$ cat config.mk
export PLATFORM = sky130hd
export DESIGN_NAME = energy_accumulator_average_power
export DESIGN_NICKNAME = d
export VERILOG_FILES = /design/src/eap_pkg.sv /design/src/eap_prep.sv /design/src/eap_div_stage.sv /design/src/eap_fix.sv /design/src/energy_accumulator_average_power.sv
export SDC_FILE = /design/constraint.sdc
export NUM_CORES = 2
export LEC_CHECK = 0
export BUFFER_PORTS_ARGS = -buffer_cell sky130_fd_sc_hd__buf_2
export CAP_MARGIN = 20
export CORE_MARGIN = 2
export CORE_UTILIZATION = 30
export DETAILED_ROUTE_END_ITERATION = 16
export GPL_TIMING_DRIVEN = 0
export SYNTH_ARGS = -nofsm -noshare
export SYNTH_HDL_FRONTEND = slang
export SYNTH_SLANG_ARGS = --single-unit
$ cat constraint.sdc
create_clock -name clk_i -period 27 [get_ports clk_i]
set_input_delay 4.05 -clock clk_i [delete_from_list [all_inputs] [get_ports clk_i]]
set_output_delay 4.05 -clock clk_i [all_outputs]
set_load 0.1 [all_outputs]
$ cat src/eap_pkg.sv
// ----------------------------------------------------------------------------
// eap_pkg
// Shared widths, constants, stage payload type and the energy helper for the
// energy accumulator average power pipeline.
// ----------------------------------------------------------------------------
package eap_pkg;

  // Field widths
  localparam int unsigned AccW  = 16;
  localparam int unsigned RollW = 8;
  localparam int unsigned SmpW  = 24;
  localparam int unsigned AvgW  = 25;

  // Magnitude width of energy, sample and quotient values inside the divider
  localparam int unsigned DivW = 24;

  // Weight of one accumulator rollover
  localparam logic [DivW-1:0] RollWeight = 24'd32767;

  // Quotient bits resolved per divider stage, and the resulting stage count
  localparam int unsigned DivSteps     = 4;
  localparam int unsigned NumDivStages = DivW / DivSteps;

  // Payload carried between the divider stages
  typedef struct packed {
    logic [DivW-1:0] rem;  // partial remainder
    logic [DivW-1:0] quo;  // dividend bits still to shift in, quotient bits shifted out
    logic [DivW-1:0] dvs;  // divisor magnitude
    logic            neg;  // result is negative
    logic            err;  // sample counts equal
  } eap_div_t;

  // Energy of one reading: rollover * 32767 + accumulator
  function automatic logic [DivW-1:0] eap_energy(logic [AccW-1:0]  acc,
                                                 logic [RollW-1:0] roll);
    logic [DivW-1:0] scaled;
    scaled = {{(DivW-RollW){1'b0}}, roll} * RollWeight;
    return scaled + {{(DivW-AccW){1'b0}}, acc};
  endfunction

endpackage

$ cat src/eap_prep.sv
// ----------------------------------------------------------------------------
// eap_prep
// Entry stage: forms both energies, the signed energy and sample-count
// differences, and loads their magnitudes and the result sign into the divider.
// ----------------------------------------------------------------------------
module eap_prep
  import eap_pkg::*;
(
  input  logic             clk_i,
  input  logic             rst_ni,
  input  logic             valid_i,
  input  logic [AccW-1:0]  prev_accumulator_i,
  input  logic [RollW-1:0] prev_rollover_i,
  input  logic [SmpW-1:0]  prev_samples_i,
  input  logic [AccW-1:0]  cur_accumulator_i,
  input  logic [RollW-1:0] cur_rollover_i,
  input  logic [SmpW-1:0]  cur_samples_i,
  output logic             valid_o,
  output eap_div_t         data_o
);

  logic [DivW:0] de;
  logic [DivW:0] ds;
  logic [DivW:0] de_abs;
  logic [DivW:0] ds_abs;
  eap_div_t      data_d;
  eap_div_t      data_q;
  logic          valid_q;

  // Take signed differences, later minus earlier, and split sign from magnitude
  always_comb begin
    de = {1'b0, eap_energy(cur_accumulator_i, cur_rollover_i)}
       - {1'b0, eap_energy(prev_accumulator_i, prev_rollover_i)};
    ds = {1'b0, cur_samples_i} - {1'b0, prev_samples_i};
    de_abs = de[DivW] ? (~de + 1'b1) : de;
    ds_abs = ds[DivW] ? (~ds + 1'b1) : ds;
    data_d.rem = '0;
    data_d.quo = de_abs[DivW-1:0];
    data_d.dvs = ds_abs[DivW-1:0];
    data_d.neg = de[DivW] ^ ds[DivW];
    data_d.err = (ds == '0);
  end

  // Advance the valid bit every cycle
  always_ff @(posedge clk_i or negedge rst_ni) begin
    if (!rst_ni) begin
      valid_q <= 1'b0;
    end else begin
      valid_q <= valid_i;
    end
  end

  // Hold the payload with its item
  always_ff @(posedge clk_i) begin
    data_q <= data_d;
  end

  assign valid_o = valid_q;
  assign data_o  = data_q;

endmodule

$ cat src/eap_div_stage.sv
// ----------------------------------------------------------------------------
// eap_div_stage
// One stage of the restoring divider: resolves DivSteps quotient bits of the
// magnitude division and registers the partial remainder and quotient.
// ----------------------------------------------------------------------------
module eap_div_stage
  import eap_pkg::*;
(
  input  logic     clk_i,
  input  logic     rst_ni,
  input  logic     valid_i,
  input  eap_div_t data_i,
  output logic     valid_o,
  output eap_div_t data_o
);

  eap_div_t      data_d;
  eap_div_t      data_q;
  logic          valid_q;
  logic [DivW:0] trial;

  // Shift in one dividend bit per step, subtract the divisor where it fits
  always_comb begin
    data_d = data_i;
    trial  = '0;
    for (int i = 0; i < DivSteps; i++) begin
      trial      = {data_d.rem, data_d.quo[DivW-1]};
      data_d.quo = {data_d.quo[DivW-2:0], 1'b0};
      if (trial >= {1'b0, data_d.dvs}) begin
        trial         = trial - {1'b0, data_d.dvs};
        data_d.quo[0] = 1'b1;
      end
      data_d.rem = trial[DivW-1:0];
    end
  end

  // Advance the valid bit every cycle
  always_ff @(posedge clk_i or negedge rst_ni) begin
    if (!rst_ni) begin
      valid_q <= 1'b0;
    end else begin
      valid_q <= valid_i;
    end
  end

  // Hold the payload with its item
  always_ff @(posedge clk_i) begin
    data_q <= data_d;
  end

  assign valid_o = valid_q;
  assign data_o  = data_q;

endmodule

$ cat src/eap_fix.sv
// ----------------------------------------------------------------------------
// eap_fix
// Exit stage: applies the sign to the quotient magnitude, forces zero on a
// divide error and registers the result with its strobe.
// ----------------------------------------------------------------------------
module eap_fix
  import eap_pkg::*;
(
  input  logic                   clk_i,
  input  logic                   rst_ni,
  input  logic                   valid_i,
  input  eap_div_t               data_i,
  output logic                   done_o,
  output logic signed [AvgW-1:0] average_power_o,
  output logic                   divide_error_o
);

  logic [AvgW-1:0] mag;
  logic [AvgW-1:0] avg_d;
  logic [AvgW-1:0] avg_q;
  logic            err_q;
  logic            done_q;

  // Restore the sign; truncation toward zero follows from dividing magnitudes
  always_comb begin
    mag = {1'b0, data_i.quo};
    if (data_i.err) begin
      avg_d = '0;
    end else if (data_i.neg) begin
      avg_d = ~mag + 1'b1;
    end else begin
      avg_d = mag;
    end
  end

  // Raise the strobe for exactly one cycle per item
  always_ff @(posedge clk_i or negedge rst_ni) begin
    if (!rst_ni) begin
      done_q <= 1'b0;
    end else begin
      done_q <= valid_i;
    end
  end

  // Hold the result fields
  always_ff @(posedge clk_i) begin
    avg_q <= avg_d;
    err_q <= data_i.err;
  end

  assign done_o          = done_q;
  assign average_power_o = $signed(avg_q);
  assign divide_error_o  = err_q;

endmodule

$ cat src/energy_accumulator_average_power.sv
// ----------------------------------------------------------------------------
// energy_accumulator_average_power
// Average power between two energy-meter readings: energy difference over
// sample-count difference, truncated toward zero, with a divide error flag
// when the sample counts are equal.
//
//   channel   handshake          fields
//   -------   ----------------   ---------------------------------------------
//   command   start_i / busy_o   prev_/cur_ accumulator, rollover, samples
//   result    done_o (strobe)    average_power_o, divide_error_o
//
// One transfer is taken in every cycle; busy_o is never raised.
// Each result passes through one entry stage, six divider stages of four
// quotient bits each, and one exit stage.
// The divider stages set the depth; no item waits on another.
// Reset clears only the valid bits; items in flight are dropped.
// The receiver cannot stall, so the pipeline advances on every clock.
// ----------------------------------------------------------------------------
module energy_accumulator_average_power
  import eap_pkg::*;
(
  input  logic                   clk_i,
  input  logic                   rst_ni,
  input  logic                   start_i,
  output logic                   busy_o,
  input  logic [AccW-1:0]        prev_accumulator_i,
  input  logic [RollW-1:0]       prev_rollover_i,
  input  logic [SmpW-1:0]        prev_samples_i,
  input  logic [AccW-1:0]        cur_accumulator_i,
  input  logic [RollW-1:0]       cur_rollover_i,
  input  logic [SmpW-1:0]        cur_samples_i,
  output logic                   done_o,
  output logic signed [AvgW-1:0] average_power_o,
  output logic                   divide_error_o
);

  localparam int unsigned Latency = NumDivStages + 2;

  logic     stg_valid [NumDivStages+1];
  eap_div_t stg_data  [NumDivStages+1];

  // Accept a command in every cycle
  assign busy_o = 1'b0;

  // Load the divider
  eap_prep u_prep (
    .clk_i              (clk_i),
    .rst_ni             (rst_ni),
    .valid_i            (start_i),
    .prev_accumulator_i (prev_accumulator_i),
    .prev_rollover_i    (prev_rollover_i),
    .prev_samples_i     (prev_samples_i),
    .cur_accumulator_i  (cur_accumulator_i),
    .cur_rollover_i     (cur_rollover_i),
    .cur_samples_i      (cur_samples_i),
    .valid_o            (stg_valid[0]),
    .data_o             (stg_data[0])
  );

  // Chain the divider stages
  for (genvar g = 0; g < NumDivStages; g++) begin : g_div
    eap_div_stage u_div_stage (
      .clk_i   (clk_i),
      .rst_ni  (rst_ni),
      .valid_i (stg_valid[g]),
      .data_i  (stg_data[g]),
      .valid_o (stg_valid[g+1]),
      .data_o  (stg_data[g+1])
    );
  end

  // Sign and register the result
  eap_fix u_fix (
    .clk_i           (clk_i),
    .rst_ni          (rst_ni),
    .valid_i         (stg_valid[NumDivStages]),
    .data_i          (stg_data[NumDivStages]),
    .done_o          (done_o),
    .average_power_o (average_power_o),
    .divide_error_o  (divide_error_o)
  );

  // Every accepted command yields a result after the fixed latency
  a_cmd_to_done : assert property (@(posedge clk_i) disable iff (!rst_ni)
    (start_i && !busy_o) |-> ##Latency done_o)
    else $error("command transfer without result");

  // No result without a command the fixed latency earlier
  a_done_from_cmd : assert property (@(posedge clk_i) disable iff (!rst_ni)
    done_o |-> $past(start_i && !busy_o, Latency))
    else $error("result without command transfer");

  // A divide error gives a zero average
  a_err_zero : assert property (@(posedge clk_i) disable iff (!rst_ni)
    (done_o && divide_error_o) |-> (average_power_o == '0))
    else $error("divide error with non-zero average");

  // The divider remainder stays below the divisor
  a_rem_bound : assert property (@(posedge clk_i) disable iff (!rst_ni)
    (stg_valid[NumDivStages] && !stg_data[NumDivStages].err)
      |-> (stg_data[NumDivStages].rem < stg_data[NumDivStages].dvs))
    else $error("divider remainder out of range");

endmodule

# Yosys cells after proc, flatten, opt, wreduce, memory -nomap -nowiden
# Index checks and enable logic that the tools add are counted.
# classes
bitwise_logic,5
mux,50
reduce_logical,2
div_mod_pow,0
eq_ne,0
addsub,30
order_cmp,24
n_mul,2
n_shift,0
# op_table
op,count
$mux 24,26
$ge 25x24->1,23
$sub 24x24->24,22
$sub 24x24->25,2
$add 23x16->24,2
$add 24x1->24 const B,2
$not 24->24,2
$mul 8x15->23 const B,2
$add 25x1->25 const B,1
$logic_not 25->1,1
$not 24->25,1
$ge 1x24->1,1
$mux 1,24
$sub 1x24->24,1
$reduce_or 2->1,1
$not 1->1,1
$xor 1x1->1,1
# totals
latch_bits,0
romBits,0
ram_bits,0
reg_bits,480
input_bits,99
memories,0
out_inout_bits,28
elab_cells,156

# Longest topological paths before layout
# logic_depth
depth_word,8
ltp_mapped,53
depth_no_buf,49

# Modules after synthesis
# Synthesis repeated with hierarchy kept, for this count alone.
# unflattened
hier_cells,6817
hier_area_um2,56705.6
# by_module_without_submodules
mod,seq_area_each_um2,instances,cells_each,area_each_um2
eap_div_stage at g_div[0].u_div_stage ...,1506.4,2,906,7641.1
eap_prep,1026.0,1,1123,9920.8
eap_div_stage at g_div[1].u_div_stage,1506.4,1,897,7663.6
eap_div_stage at g_div[5].u_div_stage,1506.4,1,963,7551.0
eap_div_stage at g_div[2].u_div_stage,1506.4,1,952,7452.1
eap_div_stage at g_div[4].u_div_stage,1506.4,1,902,7414.6
eap_fix,545.5,1,166,1410.1
energy_accumulator_average_power,0.0,1,2,11.3

# Least setup slack after synthesis
# No wires, ideal clock.
# synth_timing
kind,register to register
from,"register g_div[1].u_div_stage.data_q, in the netlist g_div[1].u_div_stage.data_o[3]"
to,"register g_div[2].u_div_stage.data_q, in the netlist g_div[2].u_div_stage.data_o[68]"
setup_time_ns,0.123
synth_period_minus_slack_ns,11.193
t_required_ns,26.877
setup_slack_ns,15.807
path_stages_with_launch,50
t_arrival_ns,11.069
n_path_buf,4
path_cell_list,dfxtp_1 -> inv_1 -> ha_1 -> nor2b_1 -> o31a_1 -> o2111ai_1 -> a21oi_1 -> o21ai_2 -> o2111ai_1 -> nand2_1 -> inv_2 -> clkbuf_1 -> o21ai_0 -> inv_1 -> ha_1 -> nor2b_1 -> o31a_1 -> o31a_1 -> [14 not listed] -> a221o_1 -> a21oi_1 -> o41a_1 -> o211a_1 -> inv_2 -> buf_2 -> mux2_2 -> ha_1 -> a21o_1 -> a21o_1 -> a21oi_1 -> a21oi_1 -> or3b_2 -> a221o_1 -> a311oi_1 -> a32oi_2 -> buf_4 -> mux2_1
# synth_rtl
element,line_no,rtl
start: declaration,eap_div_stage.sv:18,eap_div_t data_q;
start signal: assignment,eap_div_stage.sv:48,data_q <= data_d;
end signal: assignment,eap_div_stage.sv:48,
end: declaration,eap_div_stage.sv:18,

==> impl_metrics.csv <==
group,metric,value,unit
outcome,outcome,"finished, final reports clean",
worst_setup_path,start_kind,"flip-flop",
synth,synth_warnings,0,
synth,synth_edf_count,0,
detailed_routing,antenna_left,0,
synth,ys_types,102,
worst_setup_path,path_common_cell,"o21ai_0",
synth,syn-num-nets,6791,
synth,synth_top_cell_by_area,"dfxtp_1",
worst_setup_path,max_stage_delay,0.72,ns
final_layout,final_nets,6979,
worst_setup_path,cp.arrival,15.45,ns
detailed_routing,drt-total-wl,150000,um
synth,synth.top_cell.area_share,0.188,
cts,cts_setup_buffers,0,
timing,hold_violations,0,
floorplanning,fp.coreArea,167000,um^2
synth,syn_inst,5848,
final_layout,final_layout_size_suffix_gt1_frac,0.115,
detailed_routing,drt_first_pass_iters,6,
worst_setup_path,crit_buf_inv,8,
final_layout,syn2layout_area_growth,10.9,%
detailed_routing,drc,0,
cts,clk_pin_slew_worst_paths,0.07,ns
timing,skew,0.0751,ns
timing,max_slew_margin,0.285,
cts,cts-hold-fix-buffers,0,
timing,rsz0062_at_grt,"no",
worst_setup_path,crit_fanout,10,
synth,synth_commonest_cells,"ha_1 (664), inv_1 (539), dfxtp_1 (472), a21oi_1 (434), nor2_1 (414)",
global_route,grt_pass1_vias,42300,
place,finalWeightedCongestion,0.933,
detailed_routing,wire_per_inst,18.1,um
cts,clock_sinks,480,
timing,period_needed,14.89,ns
timing,tightest_slew,1.07,ns
floorplanning,die_height,414,um
floorplanning,start_util,0.302,
synth,ys_ff_latch,480,
worst_setup_path,path_delay_family,"compound AO/OA/AOI/OAI gates",
worst_hold_path,hp-class,"flip-flop to flip-flop",
worst_setup_path,crit_slowest_cell,"nor4bb_1",
worst_setup_path,critPathRequiredTime,27.56,ns
synth,synth_most_common_cell,"ha_1",
synth,avgSynthCellArea,8.61,um^2
cts,postCtsResizedCells,0,
global_route,grt_max_degree,19,
synth,synth_compound_area_frac,0.199,
cts,htreeDepth,2,
timing,drv_slew,0,
floorplanning,die_area,171000,um^2
cts,clock_insertion_delay_worst_skew,0.70,ns
global_route,grt_first_pass_wirelength,232000,um
synth,synth_area_leaders,"dfxtp_1 (19%), ha_1 (17%), mux2_2 (7.8%), fa_1 (7.2%), xnor2_1 (5.8%)",
synth,muxShareOfSynthArea,0.0946,
job,max-cap-violations,0,
timing,fin_crit_sh,0.552,
synth,synthAdderAreaFrac,0.237,
cts,root_buffer,"clkbuf_16",
global_route,antenna_found_initial,5,
detailed_routing,drt-initial-drc-count,2754,
global_route,overflow,0,
cts,numCtsBuffers,60,
detailed_routing,vias,43500,
synth,synth_top_family_by_area,"adder cells",
floorplanning,io_pins,127,
timing,tns,0,ns
floorplanning,rows,150,
synth,seq_area_frac_synth,0.192,
floorplanning,die_w,414,um
worst_setup_path,endpoint_kind,"flip-flop",
cts,clockBufferDepth,3,
synth,syn-cell-area,50300,um^2
global_route,grt_use_total,0.171,
synth,ys.flop_type,"dfxtp_1",
worst_setup_path,critPathKind,"flip-flop to flip-flop",
synth,async_reset_ff_frac,0.0167,
synth,synth-simple-area-share,0.142,
timing,hold_slack,0.276,ns
timing,max_freq,67.2,MHz
timing,setup_violations,0,
synth,synth_xor_area_frac,0.0858,
detailed_routing,vias_per_cell,5.25,
place,port_buffers,125,
cts,cts_tree,"built",
place,hpwl,126000,um
stage by stage:
step           cell area, um^2  std cells  utilization  setup slack [ns]
2_1_floorplan            50300       5848            -             15.81
3_3_place_gp             53700       8177        0.322             12.53
3_5_place_dp             53700       8178        0.322             12.40
4_1_cts                  55800       8291        0.334             12.30
5_1_grt                  55800       8291        0.334             11.00
6_report                 55800       8292        0.334             12.11
layout by cell type (no fill, tap or decap), drive strengths merged, types with 28 or more instances in the layout:
| cell | count |
|---|---|
| a211oi | 43 |
| a21boi | 28 |
| a21o | 199 |
| a21oi | 434 |
| a31oi | 55 |
| and2 | 37 |
| and3 | 57 |
| buf | 164 |
| clkbuf | 129 |
| dfxtp | 472 |
| fa | 180 |
| ha | 664 |
| inv | 555 |
| mux2 | 371 |
| mux2i | 58 |
| nand2 | 274 |
| nand2b | 71 |
| nand3 | 99 |
| nand4 | 78 |
| nor2 | 415 |
| nor2b | 86 |
| nor3 | 109 |
| nor4 | 50 |
| o211ai | 34 |
| o21a | 88 |
| o21ai | 298 |
| o21bai | 52 |
| o31a | 34 |
| o31ai | 41 |
| or2 | 29 |
| or3 | 39 |
| xnor2 | 333 |
| xor2 | 160 |
metal layers:
layer	vias up	part of all wire	GRT usage
met2	977	0.48	0.294
met1	20900	0.44	0.218
met4	0	0.041	0.0668
met5	-	0	0
li1	21500	-	-
met3	214	0.040	0.0156
flip-flops by register name, summed over array words and instances, names as in the netlist:
signal,flops
u_fix.average_power_o,25
g_div.u_div_stage.data_o,396
u_fix.divide_error_o,1
u_fix.done_o,1
u_prep.data_o,50
u_prep.valid_o,1
g_div.u_div_stage.valid_o,6
logic make-up after synthesis:
kind of cell / count (synthesis)
AOI/OAI and AO/OA: 1528
buffers and inverters: 644
other: 1
DFF: 480
adders and majority gates: 844
xor gates and xnor gates: 493
muxes: 429
and+or+nand+nor: 1429
cell type report:
| cell class | count | area [um^2] |
|---|---|---|
| fillers | 17300 | 111000 |
| multi-input cells | 4724 | 38200 |
| flip-flops and latches | 480 | 9650 |
| well taps | 2204 | 2760 |
| inverters | 547 | 2050 |
| clock buffers | 70 | 1610 |
| repair buffers | 126 | 637 |
| clock inverters | 43 | 452 |
| plain buffers | 97 | 430 |
| diodes | 1 | 2.50 |
worst paths after layout:
check                                                start                         endpoint  slack (ns)  cells after the start
max in group asynchronous                           rst_ni     g_div[5].u_div_stage.valid_o       23.63                      1
min in group asynchronous                           rst_ni     g_div[1].u_div_stage.valid_o        3.20                      1
hold reg to reg            g_div[0].u_div_stage.data_o[41]  g_div[1].u_div_stage.data_o[45]        0.28                      0
hold / removal             g_div[0].u_div_stage.data_o[41]  g_div[1].u_div_stage.data_o[45]        0.28                      0
setup / recovery            g_div[3].u_div_stage.data_o[3]  g_div[4].u_div_stage.data_o[70]       12.11                     50
setup reg to reg            g_div[3].u_div_stage.data_o[3]  g_div[4].u_div_stage.data_o[70]       12.11                     50
Power is left out: the tool's default activity adds up to more than one toggle a clock period on the data nets, which glitch-free logic cannot reach.
